--- src/hw/rtl/anc_pkg.sv ---
// Package for the address negative cache: payload structs, command struct,
// controller state type and fixed field widths. No dependencies.
package anc_pkg;

    localparam int ENTRIES_DEF  = 16;
    localparam int TTL_BITS_DEF = 16;

    localparam int ADDR_W = 32;
    localparam int REQ_TTL_W = 16;
    localparam int CFG_W = 16;
    localparam int OCC_W = 5;

    localparam logic [CFG_W-1:0] DEFAULT_TTL_RESET = 16'd3;

    typedef enum logic [1:0] {
        K_ADD    = 2'd0,
        K_LOOKUP = 2'd1,
        K_TICK   = 2'd2,
        K_CLEAR  = 2'd3
    } t_kind;

    typedef struct packed {
        logic [1:0]           kind;
        logic [ADDR_W-1:0]    ip_address;
        logic [REQ_TTL_W-1:0] ttl_seconds;
    } t_in_item;

    typedef struct packed {
        logic             present;
        logic             table_full;
        logic [OCC_W-1:0] occupancy;
    } t_out_item;

    typedef struct packed {
        logic capture;
        logic execute;
        logic load_out;
    } t_cmd;

    typedef enum logic [1:0] {
        S_IDLE,
        S_EXEC,
        S_COUNT
    } t_state;

endpackage

--- src/hw/rtl/anc_ctrl.sv ---
// Controller for the address negative cache: request sequencing and the
// output valid flag. Depends on anc_pkg.
module anc_ctrl (
    input  logic          i_clk,
    input  logic          i_rst_n,
    input  logic          i_valid,
    output logic          o_stall,
    output logic          o_valid,
    input  logic          i_stall,
    output anc_pkg::t_cmd o_cmd
);
    import anc_pkg::*;

    t_state r_state;
    t_state n_state;
    logic   r_out_valid;
    logic   n_out_valid;

    always_ff @(posedge i_clk) begin
        if (!i_rst_n) begin
            r_state     <= S_IDLE;
            r_out_valid <= 1'b0;
        end else begin
            r_state     <= n_state;
            r_out_valid <= n_out_valid;
        end
    end

    always_comb begin
        n_state     = r_state;
        n_out_valid = r_out_valid && i_stall;
        o_cmd       = '0;
        o_stall     = 1'b1;
        unique case (r_state)
            S_IDLE: begin
                o_stall = 1'b0;
                if (i_valid) begin
                    o_cmd.capture = 1'b1;
                    n_state       = S_EXEC;
                end
            end
            S_EXEC: begin
                o_cmd.execute = 1'b1;
                n_state       = S_COUNT;
            end
            S_COUNT: begin
                // The result register takes the new result once it is empty
                // or its current transfer completes this cycle.
                if (!r_out_valid || !i_stall) begin
                    o_cmd.load_out = 1'b1;
                    n_out_valid    = 1'b1;
                    n_state        = S_IDLE;
                end
            end
            default: n_state = S_IDLE;
        endcase
    end

    assign o_valid = r_out_valid;

`ifndef SYNTH
    a_accept_busy: assert property (@(posedge i_clk) disable iff (!i_rst_n)
        (i_valid && !o_stall) |=> (o_stall && r_state == S_EXEC))
        else $error("accepted request did not start execution");

    a_exec_to_count: assert property (@(posedge i_clk) disable iff (!i_rst_n)
        (r_state == S_EXEC) |=> (r_state == S_COUNT))
        else $error("execute step did not advance to count");

    a_out_drains: assert property (@(posedge i_clk) disable iff (!i_rst_n)
        (o_valid && !i_stall && r_state != S_COUNT) |=> !o_valid)
        else $error("result repeated after its transfer");

    a_no_overwrite: assert property (@(posedge i_clk) disable iff (!i_rst_n)
        (o_cmd.load_out) |-> (!o_valid || !i_stall))
        else $error("pending result overwritten");
`endif

endmodule

--- src/hw/rtl/anc_datapath.sv ---
// Datapath for the address negative cache: entry lanes with parallel match,
// countdown, free slot selection, occupancy count and result register.
// Depends on anc_pkg.
module anc_datapath #(
    parameter int ENTRIES  = anc_pkg::ENTRIES_DEF,
    parameter int TTL_BITS = anc_pkg::TTL_BITS_DEF
) (
    input  logic                      i_clk,
    input  logic                      i_rst_n,
    input  anc_pkg::t_cmd             i_cmd,
    input  anc_pkg::t_in_item         i_req,
    input  logic                      i_cfg_we,
    input  logic [anc_pkg::CFG_W-1:0] i_cfg_wdata,
    output anc_pkg::t_out_item        o_result
);
    import anc_pkg::*;

    localparam int CNT_W = $clog2(ENTRIES + 1);
    localparam int LW    = (TTL_BITS > REQ_TTL_W) ? TTL_BITS : REQ_TTL_W;
    localparam logic [LW-1:0] TTL_MAX = LW'((64'd1 << TTL_BITS) - 64'd1);

    t_in_item             r_req;
    logic [CFG_W-1:0]     r_default_ttl;
    logic [ENTRIES-1:0]   r_entry_valid;
    logic [ADDR_W-1:0]    r_entry_address [ENTRIES];
    logic [TTL_BITS-1:0]  r_entry_remaining [ENTRIES];
    logic                 r_present;
    logic                 r_full;
    t_out_item            r_out;

    logic [ENTRIES-1:0]   free_vec;
    logic [ENTRIES-1:0]   free_first;
    logic                 any_free;
    logic [ENTRIES-1:0]   match_vec;
    logic [REQ_TTL_W-1:0] life_raw;
    logic [LW-1:0]        life_ext;
    logic [TTL_BITS-1:0]  life;
    logic [CNT_W-1:0]     occ_count;

    always_ff @(posedge i_clk) begin
        if (!i_rst_n) begin
            r_default_ttl <= DEFAULT_TTL_RESET;
        end else if (i_cfg_we) begin
            r_default_ttl <= i_cfg_wdata;
        end
    end

    always_ff @(posedge i_clk) begin
        if (i_cmd.capture) begin
            r_req <= i_req;
        end
    end

    // Lowest free slot as a one-hot mask: isolate the lowest set bit.
    assign free_vec   = ~r_entry_valid;
    assign free_first = free_vec & (~free_vec + ENTRIES'(1));
    assign any_free   = |free_vec;

    always_comb begin
        for (int i = 0; i < ENTRIES; i++) begin
            match_vec[i] = r_entry_valid[i] && (r_entry_address[i] == r_req.ip_address);
        end
    end

    // Effective lifetime: zero selects the default, zero is raised to one and
    // anything beyond the counter saturates.
    always_comb begin
        life_raw = (r_req.ttl_seconds == '0) ? r_default_ttl : r_req.ttl_seconds;
        if (life_raw == '0) begin
            life_raw = REQ_TTL_W'(1);
        end
        life_ext = LW'(life_raw);
        if (life_ext > TTL_MAX) begin
            life_ext = TTL_MAX;
        end
        life = TTL_BITS'(life_ext);
    end

    always_ff @(posedge i_clk) begin
        if (!i_rst_n) begin
            r_entry_valid <= '0;
            for (int i = 0; i < ENTRIES; i++) begin
                r_entry_remaining[i] <= '0;
            end
        end else if (i_cmd.execute) begin
            unique case (t_kind'(r_req.kind))
                K_ADD: begin
                    for (int i = 0; i < ENTRIES; i++) begin
                        if (free_first[i]) begin
                            r_entry_valid[i]     <= 1'b1;
                            r_entry_remaining[i] <= life;
                        end
                    end
                end
                K_TICK: begin
                    for (int i = 0; i < ENTRIES; i++) begin
                        if (r_entry_valid[i]) begin
                            if (r_entry_remaining[i] <= TTL_BITS'(1)) begin
                                r_entry_valid[i]     <= 1'b0;
                                r_entry_remaining[i] <= '0;
                            end else begin
                                r_entry_remaining[i] <= r_entry_remaining[i] - TTL_BITS'(1);
                            end
                        end
                    end
                end
                K_CLEAR: begin
                    r_entry_valid <= '0;
                    for (int i = 0; i < ENTRIES; i++) begin
                        r_entry_remaining[i] <= '0;
                    end
                end
                K_LOOKUP: begin
                end
                default: begin
                end
            endcase
        end
    end

    always_ff @(posedge i_clk) begin
        if (i_cmd.execute && t_kind'(r_req.kind) == K_ADD) begin
            for (int i = 0; i < ENTRIES; i++) begin
                if (free_first[i]) begin
                    r_entry_address[i] <= r_req.ip_address;
                end
            end
        end
    end

    always_ff @(posedge i_clk) begin
        if (i_cmd.execute) begin
            r_present <= (t_kind'(r_req.kind) == K_LOOKUP) && (|match_vec);
            r_full    <= (t_kind'(r_req.kind) == K_ADD) && !any_free;
        end
    end

    always_comb begin
        occ_count = '0;
        for (int i = 0; i < ENTRIES; i++) begin
            occ_count = occ_count + CNT_W'(r_entry_valid[i]);
        end
    end

    always_ff @(posedge i_clk) begin
        if (i_cmd.load_out) begin
            r_out.present    <= r_present;
            r_out.table_full <= r_full;
            r_out.occupancy  <= OCC_W'(occ_count);
        end
    end

    assign o_result = r_out;

endmodule

--- src/hw/rtl/address_negative_cache_ttl_unit.sv ---
// Top level of the address negative cache with per-entry expiry.
// Instantiates anc_ctrl and anc_datapath; depends on anc_pkg.
//
//   Port group        Direction  Handshake            Payload
//   request channel   in         i_valid / o_stall    i_data (t_in_item)
//   result channel    out        o_valid / i_stall    o_data (t_out_item)
//   config write      in         i_cfg_we             i_cfg_wdata
//
// A request is captured at its transfer, executed against all entry lanes in the
// next cycle, and its result, with the occupancy count, is loaded in the count step.
// The next request is taken in the following cycle; no new request is taken before
// the last one is loaded, and a stalled result holds the count step.
// Synchronous active-low reset empties the table and sets the default TTL to 3.
module address_negative_cache_ttl_unit #(
    parameter int ENTRIES  = anc_pkg::ENTRIES_DEF,
    parameter int TTL_BITS = anc_pkg::TTL_BITS_DEF
) (
    input  logic                      i_clk,
    input  logic                      i_rst_n,
    input  logic                      i_valid,
    output logic                      o_stall,
    input  anc_pkg::t_in_item         i_data,
    output logic                      o_valid,
    input  logic                      i_stall,
    output anc_pkg::t_out_item        o_data,
    input  logic                      i_cfg_we,
    input  logic [anc_pkg::CFG_W-1:0] i_cfg_wdata
);
    import anc_pkg::*;

    t_cmd cmd;

    anc_ctrl u_ctrl (
        .i_clk   (i_clk),
        .i_rst_n (i_rst_n),
        .i_valid (i_valid),
        .o_stall (o_stall),
        .o_valid (o_valid),
        .i_stall (i_stall),
        .o_cmd   (cmd)
    );

    anc_datapath #(
        .ENTRIES  (ENTRIES),
        .TTL_BITS (TTL_BITS)
    ) u_datapath (
        .i_clk       (i_clk),
        .i_rst_n     (i_rst_n),
        .i_cmd       (cmd),
        .i_req       (i_data),
        .i_cfg_we    (i_cfg_we),
        .i_cfg_wdata (i_cfg_wdata),
        .o_result    (o_data)
    );

endmodule

--- config.mk ---
export PLATFORM = sky130hd
export DESIGN_NAME = address_negative_cache_ttl_unit
export DESIGN_NICKNAME = d
export VERILOG_FILES = /design/src/hw/rtl/anc_pkg.sv /design/src/hw/rtl/anc_ctrl.sv /design/src/hw/rtl/anc_datapath.sv /design/src/hw/rtl/address_negative_cache_ttl_unit.sv
export SDC_FILE = /design/constraint.sdc
export NUM_CORES = 2
export LEC_CHECK = 0
export BUFFER_PORTS_ARGS = -buffer_cell sky130_fd_sc_hd__buf_2
export CORE_MARGIN = 10
export CORE_UTILIZATION = 45
export DETAILED_ROUTE_END_ITERATION = 6
export MAX_ROUTING_LAYER = met4
export PLACE_DENSITY = 0.67
export RECOVER_POWER = 25
export SLEW_MARGIN = 0
export SYNTH_ARGS = -nofsm -noshare
export SYNTH_HDL_FRONTEND = slang
export SYNTH_SLANG_ARGS = --single-unit
--- constraint.sdc ---
create_clock -name i_clk -period 14.2 [get_ports i_clk]
set_input_delay 1.42 -clock i_clk [delete_from_list [all_inputs] [get_ports i_clk]]
set_output_delay 1.42 -clock i_clk [all_outputs]
set_load 0.01 [all_outputs]
After elaboration in Yosys (flattened, before gate mapping). Memories as Yosys holds them, arrays and structs flattened. Index checks and enable logic that the tools add are counted.

Input bits: 71. RAM bits: 768. Logic and storage cells: 696. Memories: 2. Bits in registers: 94.

Memories: u_datapath.r_entry_address (depth 16, bits a word 32, read ports 16, clocked after memory_dff 0, wr ports 1, RTL line anc_datapath.sv:25) `logic [ADDR_W-1:0] r_entry_address [ENTRIES];`; u_datapath.r_entry_remaining (depth 16, bits a word 16, read ports 16, clocked after memory_dff 0, wr ports 16, RTL line anc_datapath.sv:26) `logic [TTL_BITS-1:0] r_entry_remaining [ENTRIES];`.

Bitwise logic cells: 67. Add/subtract/negate cells: 32. Mux-type cells: 449. Reductions and logical operators: 63. $lt $le $gt $ge: 17. Eq/ne operators: 39.

Operator list (number): 16-bit two-way mux (67); 32-bit equality test (16); 32-bit two-way mux (15); 32-bit OR reduction (15); 1-bit two-way mux (348); 16-bit by 1-bit less-or-equal comparator with 1-bit output (second input constant) (16); 16-bit by 1-bit subtractor with 16-bit output (second input constant) (16); 5-bit by 1-bit adder with 5-bit output (14); 1-bit OR (64); 4-bit two-way mux (15); 16-bit one-hot mux with 3 select lines (1); 3-bit AND reduction (16); 2-bit by 1-bit != test with 1-bit output (second input constant) (17); 16-bit zero test (2); 16-bit inverter (2); 16-bit OR reduction (2); 1-bit logical AND (20); 16-bit by 1-bit adder with 16-bit output (second input constant) (1); 16-bit AND (1); 16-bit greater-than comparator (second input constant) (1); 2-bit equality test (second input constant) (3); 2-bit one-hot mux with 3 select lines (1); 2-bit by 1-bit equality test with 1-bit output (second input constant) (2); 2-bit zero test (2); other kinds (7) (10).

Longest topological paths before layout.
Word-level depth: 23. Gate-level depth with buffers: 13. Depth with buffers taken out: 13.

Cells and area by module. A second synthesis with hierarchy kept.

Cells, all modules: 3497. Area total of the unflattened synthesis: 41115.7 um^2.

By module, submodules not included: anc_datapath (cells an instance 3483, area an instance 40974.3 um^2, instances 1); anc_ctrl (cells an instance 14, area an instance 141.4 um^2, instances 1).

Worst setup path before layout. OpenSTA, ideal clock, no wires.

Path kind: register to register. Start point: reg u_datapath.r_req[48] (netlist bit). End point: mem u_datapath.r_entry_remaining[0][64] (netlist bit), enable pin. Library setup time: 0.372 ns. Clock period less this slack: 5.021 ns. Slack: 9.179 ns. Path buffers: 2. Arrival time: 4.650 ns. Cell stages (with the launch flop): 7. Cells stage by stage: edfxtp_1 or4b_1 buf_2 nor3_1 a21oi_1 clkbuf_1 nand2_1.

RTL lines: from (decl) (RTL line anc_datapath.sv:22) `t_in_item r_req;`; from (signal assigned) (RTL line anc_datapath.sv:50) `r_req <= i_req;`; to (decl) (RTL line anc_datapath.sv:26).

==> impl_metrics.json <==
{
  "status": "complete, but fails checks",
  "failed_checks": "max-capacitance violations, max-slew violations",
  "ys_warn_count": 0,
  "pwr_density_cell_mw_per_mm2": 121,
  "row_count": 111,
  "port_buffers": 79,
  "drt_iter0_markers": 2941,
  "drt_wl_total_um": 108000,
  "finalNonFillerCells": 4843,
  "clk_path_buf_depth": 3,
  "r2r-end": "u_datapath.r_entry_remaining[0][51]",
  "p_int_mw": 4.27,
  "core-area_mm2": 0.0915,
  "finalSetupTns_ns": 0,
  "ys_ff_latch": 862,
  "mostFrequentLayoutCell": "edfxtp_1",
  "grt_max_degree": 60,
  "whs_endpoint": "u_datapath.r_entry_remaining[0][169]",
  "power_frac_seq_pct": 50.7,
  "drtPass1Iterations": 5,
  "worstRegToRegCells": 6,
  "antenna_found_initial": 4,
  "critPathLaunchType": "flip-flop",
  "dieArea_mm2": 0.105,
  "cts_tree": "yes",
  "swShare_pct": 23.5,
  "cp.required_ns": 14.49,
  "seq_area_frac_synth_pct": 58.5,
  "synth-edff-count": 699,
  "yosys.area.top_type": "edfxtp_1",
  "syn_area_mm2": 0.0415,
  "hold_depth": 2,
  "r2r_slack_ns": 9.58,
  "wire_per_inst_um": 22.3,
  "finalSetupViolations": 0,
  "area_delta_synth_final_pct": 11.4,
  "ys_top_cells_by_area": "edfxtp_1 (51%), xor2_1 (11%), dfxtp_1 (7.9%)",
  "hold_viol_final": 0,
  "rsz0062_at_grt": "false",
  "drtAntennaViolNets": 0,
  "final_util_pct": 50.5,
  "n_antenna_cell": 0,
  "synthFlopType": "edfxtp_1",
  "fp.dieW_um": 324,
  "first_global_vias": 27200,
  "htree_levels": 3,
  "drc": 0,
  "hold_path_class": "flip-flop to flip-flop",
  "clockPowerShare_pct": 41.9,
  "path_clk_slew_ns": 0.06,
  "p_comb_share_pct": 7.3,
  "drv_cap": 25,
  "fin_skew_ns": 0.0257,
  "start_util_pct": 45.3,
  "leakagePower_nw": 16.0,
  "fp.dieH_um": 324,
  "fin_crit_ns": 4.62,
  "synth.top_cell.area_share_pct": 50.6,
  "grt_overflow_total": 0,
  "vias_per_cell": 5.86,
  "insertion_delay_ns": 0.66,
  "path_class": "flip-flop to flip-flop",
  "drv_slew": 814,
  "slew-limit-headroom_pct": -78.0,
  "post-route-period-util_pct": 32.5,
  "power_switching_mw": 1.31,
  "async_reset_ff_share_pct": 0,
  "regToRegStartpoint": "u_datapath.r_req[48]",
  "hold_buffers": 0,
  "gp_congestion": 0.898,
  "cp-end-kind": "flip-flop",
  "n_fill_cell": 7841,
  "numCtsBuffers": 91,
  "cp_max_fo": 33,
  "avgSynthCellArea_um2": 11.8,
  "clock-sinks": 862,
  "postSynthCellCount": 3512,
  "drive_above_1_share_pct": 9.98,
  "p_total_mw": 5.58,
  "final_cell_mix": "edfxtp_1 (699), xor2_1 (528), nor2_1 (275)",
  "grt_use_total_pct": 20.9,
  "clock.fmax_mhz": 217,
  "hpwl_um": 66100,
  "ctsResizeCount": 0,
  "crit_arrival_ns": 4.91,
  "num_vias": 28400,
  "min-delay-start": "u_datapath.r_entry_remaining[0][169]",
  "ios": 80,
  "synth_cell_types": 85,
  "dp_cells": 4678,
  "cts_root_buffer": "clkbuf_16",
  "vdd_drop_max_mv": 0.0865,
  "nets": 3705,
  "syn_nets": 3632,
  "tightest_slew_ns": 2.67,
  "post_cts_buffers": 0,
  "grt_pass1_wl_um": 165000
}
==> logic make-up (layout without fill, tap and decap cells) <==
family          count (synthesis)  count (layout)  share of synthesized area, %
fa+ha+maj                      49              49                          1.66
xor+xnor                      667             667                          14.1
simple gates                 1034            1034                          13.0
mux                            18              18                         0.434
compound gates                617             617                          9.87
buf+inv                       265             410                          2.51
flops                         862             862                          58.5
==> critical path, stage by stage, from the launching register on <==
cell      delay, ns
edfxtp_1       0.56
or4b_1         0.96
or3_1          0.61
nor2_4         0.74
nand2_1        0.34
and2_1         0.44
nand2_1        0.60
==> Yosys cell counts, types with 28 or more instances <==
cell type  number
buf_2          31
xnor2_1       139
and2_1         31
or4_1          30
inv_1          81
nand2_1       136
dfxtp_1       163
nor3_1        125
ha_1           39
xor2_1        528
nor4_1        175
o21ai_0        91
nand4_1        28
or3_1          29
a22oi_1        66
clkbuf_1      137
a21oi_1       176
nand3_1        72
a211oi_1       30
nor2b_1        31
edfxtp_1      699
nor2_1        280
o22ai_1        62
==> power by group through the flow <==
stage                     registers (mW)  logic (mW)  clock network [mW]
after global routing                2.83       0.445                2.47
after detailed placement            2.88       0.409                   0
final                               2.83       0.409                2.34
after global placement              2.88       0.404                   0
after floorplan                     2.88       0.259                   0
after CTS                           2.83       0.413                2.37
==> sequential cells by signal, indices dropped and copies added (netlist names) <==
register and count:
u_ctrl.o_valid 1, u_datapath.r_default_ttl 16, u_datapath.r_present 1, u_datapath.r_entry_address 512, u_datapath.r_entry_remaining 256, u_datapath.r_entry_valid 16, u_ctrl.r_state 2, u_datapath.r_full 1
u_datapath.o_result 7, u_datapath.r_req 50
==> how the worst max path moves through the flow <==
stage                     cells after the start  slack (ns)                                   to            startpoint
after floorplan                               6        9.18  u_datapath.r_entry_remaining[0][64]  u_datapath.r_req[48]
after global placement                        8        9.56  u_datapath.r_entry_remaining[0][59]               i_rst_n
after detailed placement                      8        9.44  u_datapath.r_entry_remaining[0][56]               i_rst_n
after CTS                                     6        9.60  u_datapath.r_entry_remaining[0][51]  u_datapath.r_req[49]
after global routing                          6        9.38  u_datapath.r_entry_remaining[0][51]  u_datapath.r_req[49]
final                                         6        9.58  u_datapath.r_entry_remaining[0][51]  u_datapath.r_req[48]
==> metrics by stage <==
step / setup WS, ns / cell area (µm²) / hold slack, ns
2_1_floorplan: 9.18 / 41500 / 0.400
3_3_place_gp: 9.56 / 43400 / 0.455
3_5_place_dp: 9.44 / 43400 / 0.469
4_1_cts: 9.60 / 46300 / 0.476
5_1_grt: 9.38 / 46200 / 0.507
6_report: 9.58 / 46200 / 0.475
==> per-layer routing <==
layer / track usage (%) / up-vias / routed length (µm)
met5: - / - / 0
met1: 28.3 / 14000 / 47900
li1: - / 13100 / -
met3: 2.88 / 170 / 7350
met4: 5.64 / 0 / 2670
met2: 32.7 / 1033 / 50100
==> final cells by class <==
type                            count  area [µm²]  share of cell area, %
Sequential cell                   862       24300                   52.5
Multi-Input combinational cell   2385       16300                   35.4
Clock buffer                      118        2460                   5.32
Tap cell                         1186        1480                   3.21
Timing Repair Buffer              164         927                   2.01
Clock inverter                     47         444                  0.961
Inverter                           81         304                  0.658
Note: power is estimated with default switching activity, not from simulation.
